[src/hdl/carc_pkg.sv]
// Shared types, codes and constants for the CAR replacement engine.
// Used by every module of the block; depends on nothing.
`default_nettype none
package carc_pkg;

  localparam int CACHE_SLOTS = 256;
  localparam int DIR_ENTRIES = 512;
  localparam int SLOT_W = 8;
  localparam int ENT_W = 9;
  localparam int CNT_W = 10;
  localparam int CAP_W = 9;
  localparam int DIV_STEPS = CNT_W;
  localparam int SWEEP_LIMIT = 2 * DIR_ENTRIES + 4;
  localparam int GUARD_W = 11;

  localparam logic [2:0] L_T1 = 3'd0;
  localparam logic [2:0] L_F1 = 3'd1;
  localparam logic [2:0] L_B1 = 3'd2;
  localparam logic [2:0] L_T2 = 3'd3;
  localparam logic [2:0] L_F2 = 3'd4;
  localparam logic [2:0] L_B2 = 3'd5;
  localparam logic [2:0] L_NONE = 3'd6;

  localparam logic [2:0] ST_OK = 3'd0;
  localparam logic [2:0] ST_FORGET = 3'd1;
  localparam logic [2:0] ST_REPLACE = 3'd2;
  localparam logic [2:0] ST_FAIL = 3'd3;
  localparam logic [2:0] ST_DONE = 3'd4;

  localparam logic [1:0] CMD_ALLOC = 2'd0;
  localparam logic [1:0] CMD_REPLACE = 2'd1;
  localparam logic [1:0] CMD_FORGET = 2'd2;
  localparam logic [1:0] CMD_TOUCH = 2'd3;

  typedef struct packed {
    logic alloc;
    logic repl;
    logic forget;
    logic touch;
  } op_t;

  typedef struct packed {
    op_t              op;
    logic [ENT_W-1:0] entry;
    logic             acc;
  } item_t;

  typedef struct packed {
    logic [2:0]        lid;
    logic              ref_bit;
    logic [SLOT_W-1:0] slot;
    logic [ENT_W-1:0]  nxt;
    logic [ENT_W-1:0]  prv;
  } rec_t;

  function automatic logic is_cached(input logic [2:0] l);
    is_cached = (l == L_T1) || (l == L_F1) || (l == L_T2) || (l == L_F2);
  endfunction

endpackage
`default_nettype wire

[src/hdl/carc_front.sv]
// Front end: accepts items, decodes the command and holds them in a
// two-entry queue for the engine. Depends on carc_pkg.
`default_nettype none
module carc_front (
  input  wire logic                      clk,
  input  wire logic                      rst_n,
  input  wire logic                      in_push,
  output logic                           in_full,
  input  wire logic [1:0]                in_command,
  input  wire logic [carc_pkg::ENT_W-1:0] in_entry,
  input  wire logic                      in_accepted,
  output logic                           q_valid,
  output carc_pkg::item_t                q_item,
  input  wire logic                      q_take
);

  carc_pkg::item_t buf_r [2];
  logic            wp_r;
  logic            rp_r;
  logic [1:0]      cnt_r;
  logic            do_push;
  logic            do_pop;
  carc_pkg::item_t dec;

  always_comb begin
    dec.op = '0;
    unique case (in_command)
      carc_pkg::CMD_ALLOC:   dec.op.alloc = 1'b1;
      carc_pkg::CMD_REPLACE: dec.op.repl = 1'b1;
      carc_pkg::CMD_FORGET:  dec.op.forget = 1'b1;
      carc_pkg::CMD_TOUCH:   dec.op.touch = 1'b1;
      default:               dec.op.touch = 1'b1;
    endcase
    dec.entry = in_entry;
    dec.acc = in_accepted;
  end

  assign in_full = (cnt_r == 2'd2);
  assign q_valid = (cnt_r != 2'd0);
  assign q_item = buf_r[rp_r];
  assign do_push = in_push && !in_full;
  assign do_pop = q_take && q_valid;

  always_ff @(posedge clk) begin
    if (!rst_n) begin
      wp_r <= 1'b0;
      rp_r <= 1'b0;
      cnt_r <= 2'd0;
    end else begin
      if (do_push) begin
        buf_r[wp_r] <= dec;
        wp_r <= ~wp_r;
      end
      if (do_pop) begin
        rp_r <= ~rp_r;
      end
      if (do_push && !do_pop) begin
        cnt_r <= cnt_r + 2'd1;
      end else if (do_pop && !do_push) begin
        cnt_r <= cnt_r - 2'd1;
      end
    end
  end

endmodule
`default_nettype wire

[config.mk]
export PLATFORM = sky130hd
export DESIGN_NAME = carc_front
export DESIGN_NICKNAME = d
export VERILOG_FILES = /design/src/hdl/carc_pkg.sv /design/src/hdl/carc_front.sv
export SDC_FILE = /design/constraint.sdc
export NUM_CORES = 1
export LEC_CHECK = 0
export BUFFER_PORTS_ARGS = -buffer_cell sky130_fd_sc_hd__buf_2
export CAP_MARGIN = 20
export CORE_MARGIN = 3
export CORE_UTILIZATION = 51
export DETAILED_ROUTE_END_ITERATION = 8
export PLACE_DENSITY = 0.74
export SYNTH_ARGS = -nofsm -noshare
export SYNTH_HDL_FRONTEND = slang
export SYNTH_SLANG_ARGS = --single-unit
export TNS_END_PERCENT = 1
[constraint.sdc]
create_clock -name clk -period 3.7 [get_ports clk]
set_input_delay 0.555 -clock clk [delete_from_list [all_inputs] [get_ports clk]]
set_output_delay 0.555 -clock clk [all_outputs]
set_load 0.02 [all_outputs]
# Word-level counts from Yosys, hierarchy flattened
# Memory sizes are Yosys's and may differ from the RTL's. A register that Yosys moved wholly into a read port is not among the register bits.
# Index checks and enable logic that the tools add are counted.
totals:
  register_bits: 4
  ramBits: 28
  inputBits: 16
  output_inout_bits: 16
  word_cells: 33
  mem_count: 1
classes:
  n_addsub: 2
  n_eq_ne: 4
  muxes: 11
  n_bitwise: 2
  reduce_logical: 10
memory_table:
  columns: ["name", "words", "word_bits", "read_ports", "rd_clocked_by_memory_dff", "wr", "line", "rtl"]
  rows:
  - ["buf_r", 2, 14, 1, 1, 1, "carc_front.sv:17", "carc_pkg::item_t buf_r [2];"]
ops:
  columns: ["operator", "count"]
  rows:
  - ["2-to-1 mux 1 bit", 9]
  - ["== test 2 bit, second input constant", 3]
  - ["logical AND 1 bit", 4]
  - ["2-to-1 mux 2 bit", 2]
  - ["nonzero test 2 bit", 2]
  - ["zero test 1 bit", 3]
  - ["adder 2 x 1 -> 2 bit, second input constant", 1]
  - ["== test 2 x 1 -> 1 bit, second input constant", 1]
  - ["zero test 2 bit", 1]
  - ["inverter 1 bit", 2]
  - ["subtractor 2 x 1 -> 2 bit, second input constant", 1]

# Logic depth before layout (Yosys ltp)
# Gate-level depths: netlist of the first run.
depth:
  ltp_word: 7
  depth_mapped: 6
  mapped_depth_nobuf: 6

# Worst setup path before layout of the first run
# OpenSTA, ideal clock, no wires.
synth_timing:
  kind: "input port to flip-flop"
  startpoint: "input port in_push"
  endpoint: "memory buf_r[0][0] (netlist bit), enable pin"
  setup_ns: 0.427
  t_arrival_ns: 2.192
  required_time_ns: 3.273
  path_slack_ns: 1.082
  stages: 2
  n_path_buf: 0
  path_cell_list: "inv_1 > nor4b_1"
synth_via:
  elab_chain_len: 4
synth_lines:
  columns: ["element", "line", "rtl"]
  rows:
  - ["start, declared", "carc_front.sv:7", "input wire logic in_push,"]
  - ["logical AND 1 bit", "carc_front.sv:41", "assign do_push = in_push && !in_full;"]
  - ["2-to-1 mux 1 bit", "carc_front.sv:50", "if (do_push) begin"]
  - ["2-to-1 mux 1 bit", "carc_front.sv:45", "if (!rst_n) begin"]
  - ["2-to-1 mux 1 bit (implied by the code)", "carc_front.sv:51", "buf_r[wp_r] <= dec;"]
  - ["end, declared", "carc_front.sv:17", null]
# Every way passes these cells.

==> results of run 1 <==
worst paths after layout:
path	depth (start not counted)	start	to	slack, ns
max	2	flop	q_item[0]	1.53
min	1	in_entry[1]	buf_r[1][2]	0.42
max reg2reg	3	cnt_r[0]	buf_r[1][9]	2.05
min reg2reg	2	wp_r	wp_r	0.53
critical path, cell delays in order, from the launching register on:
cell and delay [ns]:
dfxtp_1 0.71, mux2_2 0.42, buf_2 0.16
registers in the layout, summed over array words and instances, names as in the netlist, named ones only:
name,count
rp_r,1
cnt_r,2
wp_r,1
buf_r,28
metrics by stage:
step           power, W  instances  hold slack [ns]   util  worst slack (ns)
2_1_floorplan  0.000698         72            0.466      -              1.08
3_3_place_gp   0.000776        131            0.493  0.643              1.87
3_5_place_dp   0.000789        131            0.509  0.643              1.85
4_1_cts        0.000968        139            0.413  0.664              1.50
5_1_grt         0.00101        139            0.401  0.664              1.42
6_report       0.000957        139            0.418  0.664              1.53
report_power, final:
| group | total, W | internal (W) | switching (W) |
|---|---|---|---|
| clock network | 0.000179 | 0.0000756 | 0.000103 |
| registers | 0.000491 | 0.000450 | 0.0000412 |
| logic | 0.000287 | 0.000134 | 0.000153 |
| total | 0.000957 | 0.000659 | 0.000297 |
cell usage after synthesis:
library cell / number / area share
and3_1: 1 / 0.0050
buf_2: 1 / 0.0040
or2_2: 1 / 0.0050
nor2b_1: 2 / 0.0099
o21ai_0: 2 / 0.0079
ha_1: 1 / 0.0099
xnor2_1: 2 / 0.014
inv_1: 1 / 0.0030
nor2_1: 2 / 0.0059
or3_1: 2 / 0.0099
edfxtp_1: 28 / 0.67
a21boi_1: 2 / 0.012
o21ai_1: 1 / 0.0040
dfxtp_1: 5 / 0.079
xor2_1: 1 / 0.0069
and2_1: 4 / 0.020
nor2b_2: 1 / 0.0069
nor4b_1: 1 / 0.0069
mux2_2: 14 / 0.12
per-layer routing:
| layer | up-vias | routed length [um] | track usage |
|---|---|---|---|
| met4 | 0 | 33 | 0.0729 |
| met3 | 5 | 137 | 0.0580 |
| met2 | 21 | 1050 | 0.250 |
| met5 | - | 0 | 0 |
| li1 | 347 | - | - |
| met1 | 341 | 783 | 0.147 |
cell families (layout without fill, tap and decap cells):
logic type,after synthesis,count (layout),synth area share
AO/OA/AOI/OAI,5,5,0.0238
XOR/XNOR,3,3,0.0208
adder cells (fa/ha/maj),1,1,0.00990
buffers and inverters,2,41,0.00692
flip-flops,33,33,0.745
multiplexers,14,14,0.125
AND/OR/NAND/NOR,14,14,0.0693
cell usage in the layout (no fill, tap or decap), drive strengths merged:
cell type,instances
xnor2,2
dfxtp,5
xor2,1
or3,2
buf,32
a21boi,2
inv,1
o21ai,3
edfxtp,28
mux2,14
nor2b,3
nor2,2
clkbuf,8
and3,1
nor4b,1
and2,4
or2,1
ha,1
final cells by class:
class                           count  area [um2]  area share
Inverter                            1        3.75     0.00248
Clock buffer                        8        48.8      0.0323
Timing Repair Buffer               32         163       0.108
Tap cell                           28        35.0      0.0232
Sequential cell                    33         941       0.623
Multi-Input combinational cell     37         320       0.212
==> impl_results.md, run 1 <==
- Clock root cell: clkbuf_4
- Post-Synthesis Cell Area: 0.00126 mm2
- CTS buffer count: 5
- Die width: 55.8 um
- Cells after synthesis: 72
- Setup TNS: 0 ns
- Clock latency on the worst-skew pair: 0.32 ns
- Type of the worst setup path: flop to output pin
- MaxCap Viol Count: 0
- Routed WL per cell: 14.4 um
- Final Cycle Share: 0.585
- VDD IR max: 0.499 mV
- Post-CTS Resized: 0
- GP Congestion: 0.689
- PwrDens: 633 mW/mm2
- Syn. warnings: 0
- Grt total ovfl: 0
- Sequential area share after synthesis: 0.745
- Antenna diode count: 0
- DP Area: 0.00146 mm2
- Yosys cell types: 19
- Worst Hold Class: input port to flop
- CP required: 3.14 ns
- Cell area after layout: 0.00151 mm2
- Area delta synth->final: 19.6%
- DRC: 0
- Initial antenna violation count: 0
- Max-slew violations: 0
- Vias in the first global route: 726
- Final Hold Vio Count: 0
- Starting Density: 0.555
- Post-CTS Setup Inserts: 0
- H-Tree Depth: 2
- 1st-iter DRT viols: 13
- Overall Global Routing Usage: 0.143
- Die Y: 55.8 um
- Nets: 127
- Clk slew on worst S/H paths: 0.09 ns
- Cell Rows: 17
- Syn avg cell area: 17.6 um2
- Final worst path period need: 2.17 ns
- # setup viols final: 0
- CP startpoint kind: flop
- Core box area: 0.00228 mm2
- Status: finished, final reports clean
- Max FO, Critical Path: 14
- Hold buffers post-CTS: 0
- DP Wirelength: 1420 um
- Worst Tran Pin Value: 0.650 ns
- Syn nets: 89
- Fmax: 462 MHz
- CTS max path bufs: 2
- Antenna Violating Nets Remaining: 0
- #FFs+latches synth: 33
- I/O Pins: 32
- CP endpoint kind: output pin
- Clock Sinks: 33
- Share of layout cells above drive strength 1: 0.486
- CTS tree: yes
- Die Area: 0.00311 mm2
- Vias per Instance: 5.14
- Worst rel slew slack: 0.567
- Critical Path AT: 1.61 ns
- Filler cells: 163
- Largest net degree at the start of global routing: 15
- PortBufs: 31
- Final WL: 2000 um
- Global-route wire length before repair: 3300 um
- Drt first pass iters: 4
- Leak: 0.577 nW
- Skew final: 0.00738 ns
- DR vias: 714
- RSZ-0062 raised after global routing: false
No activity file was read; power rests on OpenSTA's default activity.
==> run 2: changes to the inputs <==
Clock period 3.7 ns to 2.05 ns, I/O delays scaled along.
==> run 2 against run 1 <==
  * Die area is the same
  * Clock skew grew 0.0033 ns
  * Worst setup slack lost 1.2 ns
  * Via count grew 3.6%
  * Critical path type is now flop to flop
  * Largest power group unchanged
==> impl_results.md, run 2 (synthesized netlist as in run 1, its figures left out) <==
- Status: finished, final reports clean
- PortBufs: 31 (unchanged)
- CTS max path bufs: 2 (unchanged)
- Core box area: 0.00228 mm2 (unchanged)
- Worst rel slew slack: 0.823 (+0.256)
- Die Area: 0.00311 mm2 (unchanged)
- # setup viols final: 0 (unchanged)
- Routed WL per cell: 14.8 um (+2.5%)
- Post-CTS Setup Inserts: 0 (unchanged)
- Final WL: 2100 um (+4.7%)
- Setup TNS: 0 ns (unchanged)
- Clock root cell: clkbuf_4
- Max-slew violations: 0 (unchanged)
- R2R Setup Slk: 0.34 ns (-1.71 ns)
- Filler cells: 185 (+13%)
- Clk slew on worst S/H paths: 0.10 ns (about the same)
- Hold buffers post-CTS: 0 (unchanged)
- Drt first pass iters: 3 (-1)
- Antenna Violating Nets Remaining: 0 (unchanged)
- Worst Hold Class: input port to flop
- Final Cycle Share: 0.835
- Largest net degree at the start of global routing: 15 (unchanged)
- Starting Density: 0.555 (unchanged)
- I/O Pins: 32 (unchanged)
- Vias in the first global route: 836 (+15%)
- Worst R2R End: cnt_r[1]
- Final worst path period need: 1.71 ns
- Final Hold Vio Count: 0 (unchanged)
- GP Congestion: 0.641 (-7.0%)
- Antenna diode count: 0 (unchanged)
- Cell Rows: 17 (unchanged)
- Max FO, Critical Path: 5 (-9)
- Die Y: 55.8 um (unchanged)
- Share of layout cells above drive strength 1: 0.500 (+0.0135)
- Fmax: 584 MHz
- Largest register FFs: 28 (unchanged)
- Skew final: 0.0107 ns (+0.00330 ns)
- RSZ-0062 raised after global routing: false
- Clock Sinks: 33 (unchanged)
- CP startpoint kind: flop
- Global-route wire length before repair: 3640 um (+10%)
- Pre-CTS setup slack: 0.413 ns (-1.44 ns)
- Slack of the critical path: 0.338 ns (-1.20 ns)
- PwrDens: 1140 mW/mm2 (+80%)
- Area of the multi-input gates: 329 um2 (+2.7%)
- Leak: 0.598 nW (+3.7%)
- Worst Tran Pin Value: 0.265 ns (-0.385 ns)
- 1st-iter DRT viols: 13 (unchanged)
- MaxCap Viol Count: 0 (unchanged)
- Critical Path Source: cnt_r[1]
- VDD IR max: 0.668 mV (+34%)
- Commonest non-fill, non-tap cell in the layout: buf_2
- DP Wirelength: 1530 um (+7.6%)
- Nets: 130 (+2.4%)
- Post-CTS Resized: 0 (unchanged)
- Worst reg2reg startpoint: cnt_r[1]
- Area delta synth->final: 22.1%
- Initial antenna violation count: 0 (unchanged)
- Critical Path AT: 1.97 ns (+0.36 ns)
- Most flops, register: buf_r
- Most frequent cells in the layout: 31 x buf_2, 28 x edfxtp_1, 14 x mux2_2
- Die width: 55.8 um (unchanged)
- DRC: 0 (unchanged)
- Overall Global Routing Usage: 0.158 (+0.0147)
- CTS buffer count: 5 (unchanged)
- H-Tree Depth: 2 (unchanged)
- CP endpoint kind: flop
- Type of the worst setup path: flop to flop
- Reg area: 941 um2 (unchanged)
- Top Registers: buf_r (28), cnt_r (2)
- Clock latency on the worst-skew pair: 0.33 ns (about the same)
- CP required: 2.31 ns (-0.83 ns)
- DR vias: 740 (+3.6%)
- FF-to-FF path depth: 5 (+2)
- Worst setup path end: cnt_r[1]
- CTS tree: yes
- Grt total ovfl: 0 (unchanged)
- Vias per Instance: 5.21 (+1.5%)
## run 2: how the worst min path moves through the flow
stage,cells after the start,slack (ns),to,from
5_1_grt,1,0.14,buf_r[0][4],in_entry[3]
4_1_cts,1,0.14,buf_r[0][2],in_entry[1]
3_5_place_dp,1,0.50,buf_r[1][2],in_entry[1]
6_report,1,0.16,buf_r[0][2],in_entry[1]
3_3_place_gp,2,0.49,cnt_r[1],cnt_r[1]
2_1_floorplan,0,0.41,buf_r[0][0],in_accepted
## run 2: cell type report
class,count,share of cell area
Timing Repair Buffer,35,0.120
Sequential cell,33,0.610
Inverter,1,0.00243
Clock buffer,7,0.0292
Clock inverter,1,0.00243
Tap cell,28,0.0227
Multi-Input combinational cell,37,0.213
## run 2: worst max-delay path, stage by stage (launching register included)
cell      delay, ns
dfxtp_1        0.40
nor2b_2        0.29
nor2_1         0.10
ha_1           0.34
or3_1          0.37
a21boi_1       0.14
## run 2: per-layer routing
layer	routed length (um)	share of wire	vias to the layer above	GRT usage
li1	-	-	353	-
met4	68	0.032	0	0.104
met5	0	0	-	0
met1	772	0.37	357	0.160
met2	1150	0.55	22	0.277
met3	105	0.050	8	0.0487
## run 2: power breakdown
part           switching [W]  total, W  internal (W)
combinational       0.000314  0.000574      0.000260
sequential         0.0000423  0.000853      0.000811
clock               0.000198  0.000330      0.000132
## run 2: through the flow
step | std cells | cell area (um2) | power (W) | utilization | hold slack, ns
after global routing | 142 | 1540 | 0.00186 | 0.678 | 0.140
after detailed placement | 134 | 1490 | 0.00144 | 0.656 | 0.501
after global placement | 134 | 1490 | 0.00142 | 0.656 | 0.486
final | 142 | 1540 | 0.00176 | 0.678 | 0.158
after CTS | 142 | 1540 | 0.00178 | 0.678 | 0.144
after floorplan | 72 | 1270 | 0.00126 | - | 0.406
